==> src/design/u8c_pkg.sv <==
// Shared types, constants and decode functions for the UTF-8 line column converter.
// Used by every module of the block; depends on nothing else.
package u8c_pkg;

  localparam int COUNT_WIDTH_DEF = 16;
  localparam int QUEUE_DEPTH_DEF = 2;
  localparam int POS_WIDTH       = 16;
  localparam int TARGET_WIDTH    = 16;
  localparam int BUF_DEPTH       = 4;

  // Line modes: code points to UTF-16 units, and UTF-16 units to code points.
  localparam logic MODE_POINTS = 1'b0;
  localparam logic MODE_UNITS  = 1'b1;

  // Byte class as seen from the lead position.
  typedef enum logic [2:0] {
    LEAD_BAD,
    LEAD_1,
    LEAD_2,
    LEAD_3,
    LEAD_4
  } lead_t;

  typedef struct packed {
    lead_t lead;
    logic  cont;
  } byte_cls_t;

  typedef struct packed {
    logic [7:0] value;
    byte_cls_t  cls;
  } buf_ent_t;

  typedef struct packed {
    logic [7:0]              line_byte;
    logic                    byte_present;
    logic                    last_byte;
    logic                    mode;
    logic [TARGET_WIDTH-1:0] target;
  } in_item_t;

  typedef struct packed {
    logic [POS_WIDTH-1:0] position;
    logic                 saturated;
  } out_item_t;

  typedef struct packed {
    buf_ent_t                ent;
    logic                    byte_present;
    logic                    last_byte;
    logic                    mode;
    logic [TARGET_WIDTH-1:0] target;
  } q_item_t;

  typedef struct packed {
    logic [2:0] used;
    logic       wide;
  } dec_t;

  typedef struct packed {
    logic active;
    logic mid_line;
  } back_status_t;

  function automatic byte_cls_t classify(input logic [7:0] b);
    byte_cls_t c;
    c.cont = ((b & 8'hC0) == 8'h80);
    if (b < 8'h80) begin
      c.lead = LEAD_1;
    end else if ((b & 8'hE0) == 8'hC0) begin
      c.lead = LEAD_2;
    end else if ((b & 8'hF0) == 8'hE0) begin
      c.lead = LEAD_3;
    end else if ((b & 8'hF8) == 8'hF0) begin
      c.lead = LEAD_4;
    end else begin
      c.lead = LEAD_BAD;
    end
    return c;
  endfunction

  // Decodes one code point at the front of w (n bytes valid, n > 0).
  // used = 0 means the sequence is incomplete and must wait for more bytes.
  function automatic dec_t decode(input buf_ent_t [BUF_DEPTH-1:0] w, input logic [2:0] n,
                                  input logic at_end);
    dec_t        d;
    logic [2:0]  len;
    logic        bad;
    logic [15:0] v3;
    logic [20:0] v4;
    d.used = 3'd1;
    d.wide = 1'b0;
    bad    = 1'b0;
    unique case (w[0].cls.lead)
      LEAD_2:  len = 3'd2;
      LEAD_3:  len = 3'd3;
      LEAD_4:  len = 3'd4;
      default: len = 3'd1;
    endcase
    v3 = {w[0].value[3:0], w[1].value[5:0], w[2].value[5:0]};
    v4 = {w[0].value[2:0], w[1].value[5:0], w[2].value[5:0], w[3].value[5:0]};
    if (len > 3'd1) begin
      if (n < len) begin
        if (!at_end) begin
          d.used = 3'd0;
        end
      end else begin
        if (!w[1].cls.cont) bad = 1'b1;
        if (len > 3'd2 && !w[2].cls.cont) bad = 1'b1;
        if (len > 3'd3 && !w[3].cls.cont) bad = 1'b1;
        case (len)
          3'd2: begin
            if (w[0].value[4:1] == 4'd0) bad = 1'b1;
          end
          3'd3: begin
            if (v3 < 16'h0800 || (v3 >= 16'hD800 && v3 <= 16'hDFFF)) bad = 1'b1;
          end
          3'd4: begin
            if (v4 < 21'h10000 || v4 > 21'h10FFFF) bad = 1'b1;
          end
          default: ;
        endcase
        if (!bad) begin
          d.used = len;
          d.wide = (len == 3'd4);
        end
      end
    end
    return d;
  endfunction

endpackage

==> src/design/u8c_front.sv <==
// Front end: accepts input words and tags each byte with its UTF-8 class.
// Depends on u8c_pkg; feeds u8c_queue.
module u8c_front (
  input  logic               in_valid,
  output logic               in_stall,
  input  u8c_pkg::in_item_t  in_data,
  input  logic               q_full,
  output logic               push_valid,
  output u8c_pkg::q_item_t   push_item
);

  assign in_stall   = q_full;
  assign push_valid = in_valid;

  always_comb begin
    push_item.ent.value    = in_data.line_byte;
    push_item.ent.cls      = u8c_pkg::classify(in_data.line_byte);
    push_item.byte_present = in_data.byte_present;
    push_item.last_byte    = in_data.last_byte;
    push_item.mode         = in_data.mode;
    push_item.target       = in_data.target;
  end

endmodule

==> src/design/u8c_queue.sv <==
// Short FIFO between the classifying front end and the decoding back end.
// Depends on u8c_pkg for the entry type.
module u8c_queue #(
  parameter int DEPTH = u8c_pkg::QUEUE_DEPTH_DEF
) (
  input  logic              clk,
  input  logic              rst_n,
  input  logic              push_valid,
  input  u8c_pkg::q_item_t  push_item,
  output logic              full,
  input  logic              pop,
  output logic              head_valid,
  output u8c_pkg::q_item_t  head_item
);

  localparam int PW = (DEPTH > 1) ? $clog2(DEPTH) : 1;
  localparam int CW = $clog2(DEPTH + 1);

  u8c_pkg::q_item_t ent_r [DEPTH];
  logic [PW-1:0] wr_ptr_r, wr_ptr_nxt;
  logic [PW-1:0] rd_ptr_r, rd_ptr_nxt;
  logic [CW-1:0] cnt_r, cnt_nxt;
  logic          push;

  assign full       = (cnt_r == CW'(DEPTH));
  assign head_valid = (cnt_r != '0);
  assign head_item  = ent_r[rd_ptr_r];
  assign push       = push_valid && !full;

  always_comb begin
    wr_ptr_nxt = wr_ptr_r;
    rd_ptr_nxt = rd_ptr_r;
    cnt_nxt    = cnt_r;
    if (push) begin
      wr_ptr_nxt = (wr_ptr_r == PW'(DEPTH - 1)) ? '0 : wr_ptr_r + 1'b1;
    end
    if (pop) begin
      rd_ptr_nxt = (rd_ptr_r == PW'(DEPTH - 1)) ? '0 : rd_ptr_r + 1'b1;
    end
    if (push && !pop) begin
      cnt_nxt = cnt_r + 1'b1;
    end else if (pop && !push) begin
      cnt_nxt = cnt_r - 1'b1;
    end
  end

  always_ff @(posedge clk) begin
    if (!rst_n) begin
      wr_ptr_r <= '0;
      rd_ptr_r <= '0;
      cnt_r    <= '0;
    end else begin
      wr_ptr_r <= wr_ptr_nxt;
      rd_ptr_r <= rd_ptr_nxt;
      cnt_r    <= cnt_nxt;
    end
  end

  always_ff @(posedge clk) begin
    if (push) begin
      ent_r[wr_ptr_r] <= push_item;
    end
  end

endmodule

==> src/design/u8c_back.sv <==
// Back end: holds the byte window, decodes one code point per cycle when not
// held by a stalled output, counts code points and UTF-16 units, and registers
// the line result. Depends on u8c_pkg; takes words from u8c_queue.
module u8c_back #(
  parameter int COUNT_WIDTH = u8c_pkg::COUNT_WIDTH_DEF
) (
  input  logic                   clk,
  input  logic                   rst_n,
  input  logic                   q_valid,
  input  u8c_pkg::q_item_t       q_head,
  output logic                   q_pop,
  output logic                   out_valid,
  input  logic                   out_stall,
  output u8c_pkg::out_item_t     out_data,
  output u8c_pkg::back_status_t  status
);

  localparam int CW   = COUNT_WIDTH;
  localparam int TW   = u8c_pkg::TARGET_WIDTH;
  localparam int CMPW = ((CW > TW) ? CW : TW) + 1;
  localparam int BD   = u8c_pkg::BUF_DEPTH;

  function automatic logic [CW:0] sat_inc(input logic [CW-1:0] a, input logic [1:0] inc);
    logic [CW:0] s;
    s = {1'b0, a} + (CW + 1)'(inc);
    if (s[CW]) begin
      s = {1'b1, {CW{1'b1}}};
    end
    return s;
  endfunction

  u8c_pkg::buf_ent_t [BD-1:0] buf_r, buf_nxt, w_buf;
  logic [2:0]    n_r, w_n, rem;
  logic          mode_r, w_mode;
  logic [TW-1:0] target_r, w_target;
  logic [CW-1:0] unit_r, w_unit, unit_nxt;
  logic [CW-1:0] point_r, w_point, point_nxt;
  logic          reached_r, w_reached, reached_nxt;
  logic          ovf_r, w_ovf, ovf_nxt;
  logic          active_r, last_r, mid_r, w_last;
  logic          out_valid_r;
  u8c_pkg::out_item_t out_data_r, result;

  logic          out_free, go, take, finish, emit, big;
  u8c_pkg::dec_t dec;
  logic [1:0]    inc_u;
  logic [CW:0]   su, sp;
  logic [CW-1:0] count;

  assign out_free  = !out_valid_r || !out_stall;
  assign out_valid = out_valid_r;
  assign out_data  = out_data_r;
  assign q_pop     = take;
  assign status    = '{active: active_r, mid_line: mid_r};

  always_comb begin
    w_buf     = buf_r;
    w_n       = n_r;
    w_last    = last_r;
    w_mode    = mode_r;
    w_target  = target_r;
    w_unit    = unit_r;
    w_point   = point_r;
    w_reached = reached_r;
    w_ovf     = ovf_r;
    take      = 1'b0;
    go        = 1'b0;
    if (active_r) begin
      // Still rescanning bytes left behind by a replaced lead byte.
      go = !last_r || out_free;
    end else if (q_valid) begin
      go     = !q_head.last_byte || out_free;
      take   = go;
      w_last = q_head.last_byte;
      if (!mid_r) begin
        w_n       = 3'd0;
        w_mode    = q_head.mode;
        w_target  = q_head.target;
        w_unit    = '0;
        w_point   = '0;
        w_reached = 1'b0;
        w_ovf     = 1'b0;
      end
      if (q_head.byte_present) begin
        w_buf[w_n[1:0]] = q_head.ent;
        w_n             = w_n + 3'd1;
      end
    end

    dec = (w_n == 3'd0) ? '0 : u8c_pkg::decode(w_buf, w_n, w_last);

    inc_u       = dec.wide ? 2'd2 : 2'd1;
    su          = sat_inc(w_unit, inc_u);
    sp          = sat_inc(w_point, 2'd1);
    unit_nxt    = w_unit;
    point_nxt   = w_point;
    reached_nxt = w_reached;
    ovf_nxt     = w_ovf;
    if (dec.used != 3'd0 && !w_reached) begin
      if (w_mode == u8c_pkg::MODE_POINTS) begin
        if (CMPW'(w_point) >= CMPW'(w_target)) begin
          reached_nxt = 1'b1;
        end else begin
          unit_nxt  = su[CW-1:0];
          point_nxt = sp[CW-1:0];
          ovf_nxt   = w_ovf | su[CW] | sp[CW];
        end
      end else begin
        // A surrogate pair that would cross the target is not counted.
        if (CMPW'(w_unit) + CMPW'(inc_u) > CMPW'(w_target)) begin
          reached_nxt = 1'b1;
        end else begin
          unit_nxt  = su[CW-1:0];
          point_nxt = sp[CW-1:0];
          ovf_nxt   = w_ovf | su[CW] | sp[CW];
          if (CMPW'(su[CW-1:0]) == CMPW'(w_target)) begin
            reached_nxt = 1'b1;
          end
        end
      end
    end

    buf_nxt = w_buf;
    for (int i = 0; i < BD; i++) begin
      if (i + int'(dec.used) < BD) begin
        buf_nxt[i] = w_buf[2'(i + int'(dec.used))];
      end
    end
    rem    = w_n - dec.used;
    finish = (dec.used == 3'd0) || (rem == 3'd0);
    emit   = go && finish && w_last;

    count           = (w_mode == u8c_pkg::MODE_UNITS) ? point_nxt : unit_nxt;
    big             = CMPW'(count) > CMPW'(17'h0FFFF);
    result.position = big ? 16'hFFFF : 16'(count);
    result.saturated = ovf_nxt | big;
  end

  always_ff @(posedge clk) begin
    if (!rst_n) begin
      n_r         <= '0;
      mode_r      <= 1'b0;
      target_r    <= '0;
      unit_r      <= '0;
      point_r     <= '0;
      reached_r   <= 1'b0;
      ovf_r       <= 1'b0;
      active_r    <= 1'b0;
      last_r      <= 1'b0;
      mid_r       <= 1'b0;
      out_valid_r <= 1'b0;
    end else begin
      if (go) begin
        n_r       <= rem;
        mode_r    <= w_mode;
        target_r  <= w_target;
        unit_r    <= unit_nxt;
        point_r   <= point_nxt;
        reached_r <= reached_nxt;
        ovf_r     <= ovf_nxt;
        active_r  <= !finish;
        last_r    <= w_last;
        mid_r     <= !(finish && w_last);
      end
      if (out_free) begin
        out_valid_r <= emit;
      end
    end
  end

  always_ff @(posedge clk) begin
    if (go) begin
      buf_r <= buf_nxt;
    end
    if (out_free && emit) begin
      out_data_r <= result;
    end
  end

endmodule

==> src/design/utf8_line_utf16_column_convert.sv <==
// Top level of the UTF-8 line converter between code point and UTF-16 columns.
// Depends on u8c_pkg, u8c_front, u8c_queue and u8c_back.
//
// Usage:
//   The input channel (in_valid, in_stall, in_data) carries one word per
//   byte of a text line; byte_present = 0 marks a word with no byte, and
//   last_byte = 1 closes the line. mode and target are taken from the first
//   word of each line. The output channel (out_valid, out_stall, out_data)
//   carries one word per line: the converted column and a saturation flag.
//   Words pass a short queue from the front end to the decoder, so input is
//   taken while a result waits on a stalled output.
//   Throughput is one word per cycle on valid text while the output is not
//   stalled. The decoder handles one code point per cycle, so each further
//   code point decoded from bytes left behind by a replaced lead byte takes a
//   rescan step in which no word is taken. The result is registered and
//   appears on out_valid in the cycle after the last code point is decoded.
//   While out_stall is high the result holds; the decoder then stops only
//   when it reaches the next line end, and the queue fills before in_stall
//   rises. Reset (rst_n low, synchronous) empties the queue, drops any
//   partial line and clears the output; no clearing pass is needed.
module utf8_line_utf16_column_convert #(
  parameter int COUNT_WIDTH = u8c_pkg::COUNT_WIDTH_DEF,
  parameter int QUEUE_DEPTH = u8c_pkg::QUEUE_DEPTH_DEF
) (
  input  logic               clk,
  input  logic               rst_n,
  input  logic               in_valid,
  output logic               in_stall,
  input  u8c_pkg::in_item_t  in_data,
  output logic               out_valid,
  input  logic               out_stall,
  output u8c_pkg::out_item_t out_data
);

  logic                  push_valid;
  u8c_pkg::q_item_t      push_item;
  logic                  q_full;
  logic                  q_pop;
  logic                  q_valid;
  u8c_pkg::q_item_t      q_head;
  u8c_pkg::back_status_t status;

  u8c_front u_front (
    .in_valid   (in_valid),
    .in_stall   (in_stall),
    .in_data    (in_data),
    .q_full     (q_full),
    .push_valid (push_valid),
    .push_item  (push_item)
  );

  u8c_queue #(
    .DEPTH (QUEUE_DEPTH)
  ) u_queue (
    .clk        (clk),
    .rst_n      (rst_n),
    .push_valid (push_valid),
    .push_item  (push_item),
    .full       (q_full),
    .pop        (q_pop),
    .head_valid (q_valid),
    .head_item  (q_head)
  );

  u8c_back #(
    .COUNT_WIDTH (COUNT_WIDTH)
  ) u_back (
    .clk       (clk),
    .rst_n     (rst_n),
    .q_valid   (q_valid),
    .q_head    (q_head),
    .q_pop     (q_pop),
    .out_valid (out_valid),
    .out_stall (out_stall),
    .out_data  (out_data),
    .status    (status)
  );

  // The decoder only takes a word that the queue holds.
  assert property (@(posedge clk) disable iff (!rst_n) q_pop |-> q_valid)
    else $error("queue popped while empty");

  // A new word is never taken while the previous one is still being rescanned.
  assert property (@(posedge clk) disable iff (!rst_n) q_pop |-> !status.active)
    else $error("queue popped during rescan");

  // Rescanning only happens inside an open line.
  assert property (@(posedge clk) disable iff (!rst_n) status.active |-> status.mid_line)
    else $error("rescan outside a line");

  // A fresh result always means the line was closed.
  assert property (@(posedge clk) disable iff (!rst_n) $rose(out_valid) |-> !status.mid_line)
    else $error("result issued while a line is still open");

endmodule
==> config.mk <==
export PLATFORM = sky130hd
export DESIGN_NAME = utf8_line_utf16_column_convert
export DESIGN_NICKNAME = d
export VERILOG_FILES = /design/src/design/u8c_pkg.sv /design/src/design/u8c_front.sv /design/src/design/u8c_queue.sv /design/src/design/u8c_back.sv /design/src/design/utf8_line_utf16_column_convert.sv
export SDC_FILE = /design/constraint.sdc
export NUM_CORES = 1
export LEC_CHECK = 0
export BUFFER_PORTS_ARGS = -buffer_cell sky130_fd_sc_hd__buf_2
export CAP_MARGIN = 10
export CORE_MARGIN = 5
export CORE_UTILIZATION = 42
export CTS_BUF_LIST = sky130_fd_sc_hd__clkbuf_8
export DETAILED_ROUTE_END_ITERATION = 7
export SYNTH_ARGS = -nofsm -noshare
export SYNTH_HDL_FRONTEND = slang
export SYNTH_SLANG_ARGS = --single-unit
==> constraint.sdc <==
create_clock -name clk -period 8.8 [get_ports clk]
set_input_delay 0.88 -clock clk [delete_from_list [all_inputs] [get_ports clk]]
set_output_delay 0.88 -clock clk [all_outputs]
set_load 0.005 [all_outputs]
# Word-level counts from Yosys, hierarchy flattened
# Memory sizes are Yosys's and may differ from the RTL's. A register that Yosys moved wholly into a read port is not among the register bits.
# Index checks and enable logic that the tools add are counted.
[op_classes]
add_sub_neg = 11
magnitude_cmp = 22
eq_ne = 12
muxes = 100
n_bitwise = 2
reduce_logical = 37
[ops]
columns = ["op", "count"]
rows = [
  ["$mux 16", 18],
  ["$mux 12", 13],
  ["$mux 48", 3],
  ["$bmux 12 s2", 4],
  ["$lt 32x4->1 const B", 3],
  ["$bwmux 48", 1],
  ["$mux 1", 39],
  ["$mux 17", 2],
  ["$mux 3", 11],
  ["$demux 12 s2", 1],
  ["$gt 21x21->1 const B", 1],
  ["$lt 21x17->1 const B", 1],
  ["$add 16x1->17 const B", 1],
  ["$add 16x2->17", 1],
  ["$gt 17x16->1", 1],
  ["$eq 16x16->1", 1],
  ["$ge 16x16->1", 1],
  ["$ge 16x16->1 const B", 1],
  ["$le 16x16->1 const B", 1],
  ["$lt 16x12->1 const B", 1],
  ["$lt 2x4->1 const B", 4],
  ["$eq 3x2->1 const B", 4],
  ["$logic_and 1x1->1", 12],
  ["$logic_not 1->1", 12],
  ["28 further kinds", 47],
]
[word_totals]
ff_bits = 127
ram_bits = 62
out_inout_bits = 19
wordCells = 213
memories = 1
[mem_list]
columns = ["memory", "depth", "width", "read_ports", "rd_ports_with_merged_regs", "write_ports", "line", "text"]
rows = [
  ["u_queue.ent_r", 2, 31, 1, 1, 1, "u8c_queue.sv:19", "u8c_pkg::q_item_t ent_r [DEPTH];"],
]

# Longest topological paths before layout
# Gate-level depths: netlist (run 1).
[depth]
word_depth = 33
mapped_depth = 35

# Hierarchy
# From an unflattened synthesis (run 1), not the netlist that was laid out.
[hier_totals]
hier_cells = 1307
area_unflattened_um2 = 12110.4
[by_module_without_submodules]
columns = ["mod", "n_inst", "cells_per_inst", "area_per_inst_um2", "seq_area_each_um2"]
rows = [
  ["u8c_back", 1, 1150, 9387.8, 2872.8],
  ["u8c_queue", 1, 121, 2463.6, 1961.9],
  ["u8c_front", 1, 36, 259.0, 0.0],
]

# Worst setup path after synthesis (run 1)
# No wires, ideal clock.
[synth_timing]
path_kind = "flip-flop to flip-flop"
start = "reg u_back.mid_r"
end = "reg u_back.out_data_r (netlist bit u_back.out_data[13]), data pin"
arrival_ps = 6143
required_time_ps = 8535
path_slack_ps = 2391
path_stages_with_launch = 30
period_less_slack_ps = 6409
cell_sequence = "dfxtp_1 -> clkbuf_1 -> inv_1 -> nand2_1 -> clkbuf_1 -> buf_1 -> nand2_1 -> xnor2_1 -> ha_1 -> o21ai_0 -> nand2b_1 -> and3_1 -> nand2_1 -> nor2_1 -> xnor2_1 -> ha_1 -> buf_1 -> a21oi_1 -> or3_1 -> xor2_1 -> ha_1 -> a2111oi_0 -> o211ai_1 -> o21ai_0 -> o211ai_2 -> a211oi_4 -> nand2_1 -> nor4_1 -> mux2i_1 -> o21ai_1"
[synth_between]
elab_chain_len = 32
word_cells_on_any_way = 89
[synth_rtl]
columns = ["element", "line", "text"]
rows = [
  ["start, declared", "u8c_back.sv:40", "logic active_r, last_r, mid_r, w_last;"],
  ["start signal, assigned", "u8c_back.sv:163", "mid_r <= !(finish && w_last);"],
  ["$mux 3", "u8c_back.sv:75", "if (!mid_r) begin"],
  ["$mux 3", "u8c_back.sv:71", "end else if (q_valid) begin"],
  ["$mux 3", "u8c_back.sv:68", "if (active_r) begin"],
  ["$lt 2x3->1 (implied by the code) / $ge 2x1->1 (equally long branches)", "u8c_back.sv:85", "w_buf[w_n[1:0]] = q_head.ent;"],
  ["$logic_and 1x1->1 (implied by the code)", "u8c_back.sv:85", ""],
  ["$mux 12 (implied by the code)", "u8c_back.sv:85", ""],
  ["$demux 12 s2", "n/a", ""],
  ["$bwmux 48", "u8c_back.sv:85", ""],
  ["(+17 left out)", "n/a", ""],
  ["$mux 2", "u8c_back.sv:92", "inc_u = dec.wide ? 2'd2 : 2'd1;"],
  ["$add 16x2->17", "u8c_back.sv:25, u8c_back.sv:110", ""],
  ["$gt 17x16->1 / $mux 17 (equally long branches)", "u8c_back.sv:110, u8c_back.sv:26", ""],
  ["$mux 16, on equally long branches", "u8c_back.sv:110, u8c_back.sv:101", ""],
  ["$mux 16", "u8c_back.sv:100", "if (w_mode == u8c_pkg::MODE_POINTS) begin"],
  ["$mux 16", "u8c_back.sv:99", "if (dec.used != 3'd0 && !w_reached) begin"],
  ["$mux 16 *", "u8c_back.sv:133", "count = (w_mode == u8c_pkg::MODE_UNITS) ? point_nxt : unit_nxt;"],
  ["named net u_back.count[12]", "u8c_back.sv:48", "logic [CW-1:0] count;"],
  ["end signal, assigned", "u8c_back.sv:176", "out_data_r <= result;"],
  ["end, declared", "u8c_back.sv:42", "u8c_pkg::out_item_t out_data_r, result;"],
]
# The timed path passes the listed nets; every way through them passes the cells marked *. The select of a mux whose other input is x is not followed.
# A chain may end at the register's enable or synchronous reset.

==> impl_metrics.ini, run 1 <==
[grt]
grt_use_total = 0.239
grt_max_degree = 71
grt_pass1_vias = 9797
grt_pass1_wl_um = 58100
antenna_found_initial = 0
grt_overflow = 0

[critical_path]
reg2reg_slack_ns = 0.87
ff2ff_path_depth = 26
startpoint_type = register
cp_max_fo = 20
arrival_ns = 8.16
crit_type = reg -> reg
reg2reg_to = u_back.out_data[9]$_DFFE_PP_
critical_path_required_ns = 9.03
max_stage_delay_ns = 0.62
cp_slowest_cell = dfxtp_2
crit_buf_inv = 2
critical_path.top_delay_family = simple AND/OR/NAND/NOR gates
critPathMostFrequentCell = ha_1
end_kind = register

[worst_hold_path]
min-delay-start = u_back.target_r[15]$_SDFFE_PN0N_
hold_class = reg -> reg
whs_endpoint = u_back.target_r[15]$_SDFFE_PN0N_
hold_depth = 2

[finish]
diodes = 0
nNetsFinal = 1431
fin_util = 0.465
syn_to_final_growth_pct = 9.27
final_cell_mix = nand2_1, edfxtp_1, a21oi_1
fill_cells = 2730
layout-drive-gt1-share = 0.130
design_area_um2 = 12900
final_common_cell = nand2_1

[cts]
post_cts_buffers = 0
cts.reportedPaths.clkPinSlew_ns = 0.12
clkLatencyLatePin_ns = 0.50
clock_tree.root_cell = clkbuf_8
cts_sinks = 178
cts_resized = 0
cts_max_path_buffers = 2
numCtsBuffers = 17
holdBufCountCts = 0
cts_tree = done
htree_levels = 4

[synth]
netlist_area_um2 = 11800
ys.flop_type = edfxtp_1
ys_types = 93
ys_seq_area_frac = 0.399
synth.area.top_cells = edfxtp_1, dfxtp_1, mux2i_1, nand2_1, a21oi_1
async_flop_share = 0
synth.largest_area_cell = edfxtp_1
synthCells = 1332
synth_top_area_share = 0.292
synth_warnings = 0
synth_area_per_cell_um2 = 8.87
synth_edf_count = 115
ys_ff_latch = 178
synth_nets = 1405

[routing]
viasPerCell = 6.09
first_iter_violations = 1303
ant_nets = 0
wl_um = 37800
num_vias = 10600
drt_pass1_iterations = 6
avgRoutedWirePerCell_um = 21.6
drc = 0

[timing]
fin_ws_ns = 0.869
relSlewSlack = 0.207
hold_viol = 0
period_needed_ns = 7.93
tightest_slew_ns = 1.16
rsz0062_at_grt = no
clock_skew_ns = 0.0432
drv_slew = 0
fmax_ghz = 0.126
post-route-period-util = 0.901
setup_violations = 0
fin_setup_tns_ns = 0

[floorplan]
die_h_um = 178
core-area_um2 = 27800
start_util = 0.425
fp.dieW_um = 178
row_count = 61
die_area_um2 = 31600
ios = 50

[placement]
place_area_um2 = 12500
io_buffers = 49
dp_hpwl_um = 27100
place_ws_ns = 1.03
place.gp.congestion = 0.973

[outcome]
outcome = completed

[flow_run]
cap_viol_max_count = 0
==> worst min-delay path, cell delays in order, from the launching register on <==
cell,delay (ns)
dfxtp_1,0.32
nand2_1,0.05
a21oi_1,0.05
==> cell usage after synthesis (all sizes together) (9+ instances only) <==
cell type	instances
and2	19
inv	44
dfxtp	63
xnor2	23
o211ai	13
mux2	31
nor2b	9
and3	12
a221oi	9
nand2	168
a21o	14
o31ai	9
buf	31
a31oi	9
o21ai	110
nor2	112
a21oi	111
o22ai	14
nand3	34
a211oi	12
mux2i	67
ha	41
nor3	38
nor4	14
or3	9
clkbuf	43
edfxtp	115
nand2b	12
nand4	16
==> per-stage QoR <==
step	instances	hold slack [ns]
after floorplan	1332	0.432
after global placement	1717	0.438
after detailed placement	1717	0.447
after CTS	1749	0.463
after global routing	1749	0.492
final	1749	0.458
==> registers in the layout, indices dropped and copies added (netlist names), named ones only <==
name and cells:
u_back.mid_r 1, u_back.out_valid 1, u_queue.wr_ptr_r 1, u_back.mode_r 1
u_queue.cnt_r 2, u_back.active_r 1, u_queue.rd_ptr_r 1, u_back.out_data 17
u_queue.ent_r 58, u_back.target_r 16, u_back.reached_r 1, u_back.n_r 3
u_back.ovf_r 1, u_back.unit_r 16, u_back.point_r 16, u_back.last_r 1
u_back.buf_r 40
==> routing by layer <==
| layer | track usage | share of wire | routed length (µm) | up-vias |
|---|---|---|---|---|
| met1 | 0.360 | 0.47 | 17700 | 5030 |
| met3 | 0.0407 | 0.085 | 3200 | 62 |
| met4 | 0.0686 | 0.024 | 916 | 0 |
| li1 | - | - | - | 5027 |
| met2 | 0.352 | 0.42 | 16000 | 530 |
| met5 | 0 | 0 | 0 | - |
==> worst max path at each step <==
stage                                    startpoint                       endpoint  cells past startpoint
after floorplan           u_back.mid_r$_SDFFE_PN0N_  u_back.out_data[13]$_DFFE_PP_                     29
after global placement                     register  u_back.out_data[12]$_DFFE_PP_                     27
after detailed placement                   register   u_back.out_data[4]$_DFFE_PP_                     27
after CTS                                  register   u_back.out_data[4]$_DFFE_PP_                     27
after global routing                       register   u_back.out_data[4]$_DFFE_PP_                     27
final                                      register   u_back.out_data[9]$_DFFE_PP_                     26
==> final cells by class <==
class,count,area [µm²],area share
Clock buffer,17,234,0.0181
Clock inverter,15,191,0.0148
Inverter,45,169,0.0131
Multi-Input combinational cell,1035,6640,0.514
Sequential cell,178,4720,0.365
Tap cell,378,473,0.0366
Timing Repair Buffer,81,485,0.0376
==> cell families (layout without fill, tap and decap cells) <==
logic type,after synthesis,in the layout,share of synthesized area
fa+ha+maj,42,42,0.0451
flops,178,178,0.399
xor+xnor,31,31,0.0230
compound gates,383,383,0.207
mux,98,98,0.0874
simple gates,481,481,0.197
buf+inv,119,158,0.0410
Power of run 1 is left out: the tool's default activity adds up to more than one toggle a clock period on the data nets, which glitch-free logic cannot reach.
==> inputs of run 2 (changes only) <==
--- a/config.mk
+++ b/config.mk
@@ -7,10 +7,13 @@
 export LEC_CHECK = 0
 export BUFFER_PORTS_ARGS = -buffer_cell sky130_fd_sc_hd__buf_2
 export CAP_MARGIN = 10
+export CELL_PAD_IN_SITES_DETAIL_PLACEMENT = 2
+export CELL_PAD_IN_SITES_GLOBAL_PLACEMENT = 2
 export CORE_MARGIN = 5
-export CORE_UTILIZATION = 42
+export CORE_UTILIZATION = 41
 export CTS_BUF_LIST = sky130_fd_sc_hd__clkbuf_8
 export DETAILED_ROUTE_END_ITERATION = 7
+export PLACE_DENSITY_LB_ADDON = 0.1
 export SYNTH_ARGS = -nofsm -noshare
 export SYNTH_HDL_FRONTEND = slang
 export SYNTH_SLANG_ARGS = --single-unit
==> impl_metrics.ini, run 2 (same netlist as run 1, synthesis figures left out) <==
[critical_path]
end_kind = register
crit_type = reg -> reg
reg2reg_slack_ns = 0.60
arrival_ns = 8.45
max_stage_delay_ns = 0.60
cp_slowest_cell = dfxtp_2
critPathMostFrequentCell = ha_1
critical_path_required_ns = 9.06
cp_max_fo = 18
startpoint_type = register

[grt]
grt_pass1_vias = 12100
grt_pass1_wl_um = 74800
grt_overflow = 0
antenna_found_initial = 0
grt_use_total = 0.296
grt_max_degree = 66

[cts]
cts_sinks = 178
clkLatencyLatePin_ns = 0.52
numCtsBuffers = 17
clock_tree.root_cell = clkbuf_8
cts_resized = 0
htree_levels = 4
post_cts_buffers = 0
holdBufCountCts = 0
cts.reportedPaths.clkPinSlew_ns = 0.12
cts_max_path_buffers = 2
cts_tree = done

[routing]
num_vias = 11000
drt_pass1_iterations = 6
wl_um = 48500
avgRoutedWirePerCell_um = 27.7
viasPerCell = 6.31
ant_nets = 0
first_iter_violations = 754
drc = 0

[timing]
fmax_ghz = 0.122
hold_viol = 0
timing.hold.ws_ns = 0.470
setup_violations = 0
tightest_slew_ns = 1.10
drv_slew = 0
rsz0062_at_grt = no
post-route-period-util = 0.931
relSlewSlack = 0.265
fin_setup_tns_ns = 0
clock_skew_ns = 0.0337
period_needed_ns = 8.20

[floorplan]
die_area_um2 = 32300
ios = 50
die_h_um = 180
fp.dieW_um = 180
row_count = 62
core-area_um2 = 28500
start_util = 0.414

[finish]
nNetsFinal = 1428
final_common_cell = nand2_1
final_cell_mix = nand2_1, edfxtp_1, a21oi_1
largest_register_ffs = 58
fill_cells = 3216
fin_util = 0.452
layout-drive-gt1-share = 0.130
syn_to_final_growth_pct = 9.33
regMostFlops = u_queue.ent_r
diodes = 0

[placement]
dp_hpwl_um = 35300
place.gp.congestion = 0.952
io_buffers = 49

[flow_run]
cap_viol_max_count = 0

[outcome]
outcome = completed

[worst_hold_path]
hold_class = reg -> reg
-- run 2: worst paths after layout --
kind	startpoint	end	depth (start not counted)
max reg2reg	register	u_back.out_data[4]$_DFFE_PP_	28
min reg2reg	u_back.target_r[4]$_SDFFE_PN0N_	u_back.target_r[4]$_SDFFE_PN0N_	2
min	u_back.target_r[4]$_SDFFE_PN0N_	u_back.target_r[4]$_SDFFE_PN0N_	2
max	register	u_back.out_data[4]$_DFFE_PP_	28
-- run 2: layer usage --
| metal | GRT usage | up-vias | share of wire |
|---|---|---|---|
| li1 | - | 5013 | - |
| met1 | 0.358 | 5623 | 0.41 |
| met2 | 0.520 | 305 | 0.50 |
| met3 | 0.0435 | 108 | 0.034 |
| met4 | 0.138 | 0 | 0.050 |
| met5 | 0 | - | 0 |
-- run 2: area by class of cell --
| type | count | area, µm² | area share |
|---|---|---|---|
| clock inverters | 15 | 210 | 0.0163 |
| inverters | 45 | 169 | 0.0131 |
| multi-input cells | 1035 | 6640 | 0.514 |
| well taps | 384 | 480 | 0.0372 |
| flip-flops and latches | 178 | 4720 | 0.365 |
| repair buffers | 78 | 463 | 0.0358 |
| clock buffers | 17 | 234 | 0.0181 |
-- run 2: metrics by stage --
step                cells  instance area (µm²)  setup slack (ns)
floorplan            1332                11800              2.39
global placement     1720                12500             0.953
detailed placement   1720                12500             0.497
CTS                  1752                12900             0.331
global route         1752                12900            0.0255
finish               1752                12900             0.603
-- run 2: worst max-delay path: cells and delay by family, from the launching register on --
kind	cells	cell delay (ns)
flops	1	0.60
compound gates	8	1.87
simple gates	9	2.58
mux	2	0.88
fa+ha+maj	3	0.79
xor+xnor	3	0.59
buf+inv	3	0.59
Power of run 2 is left out for the same reason.
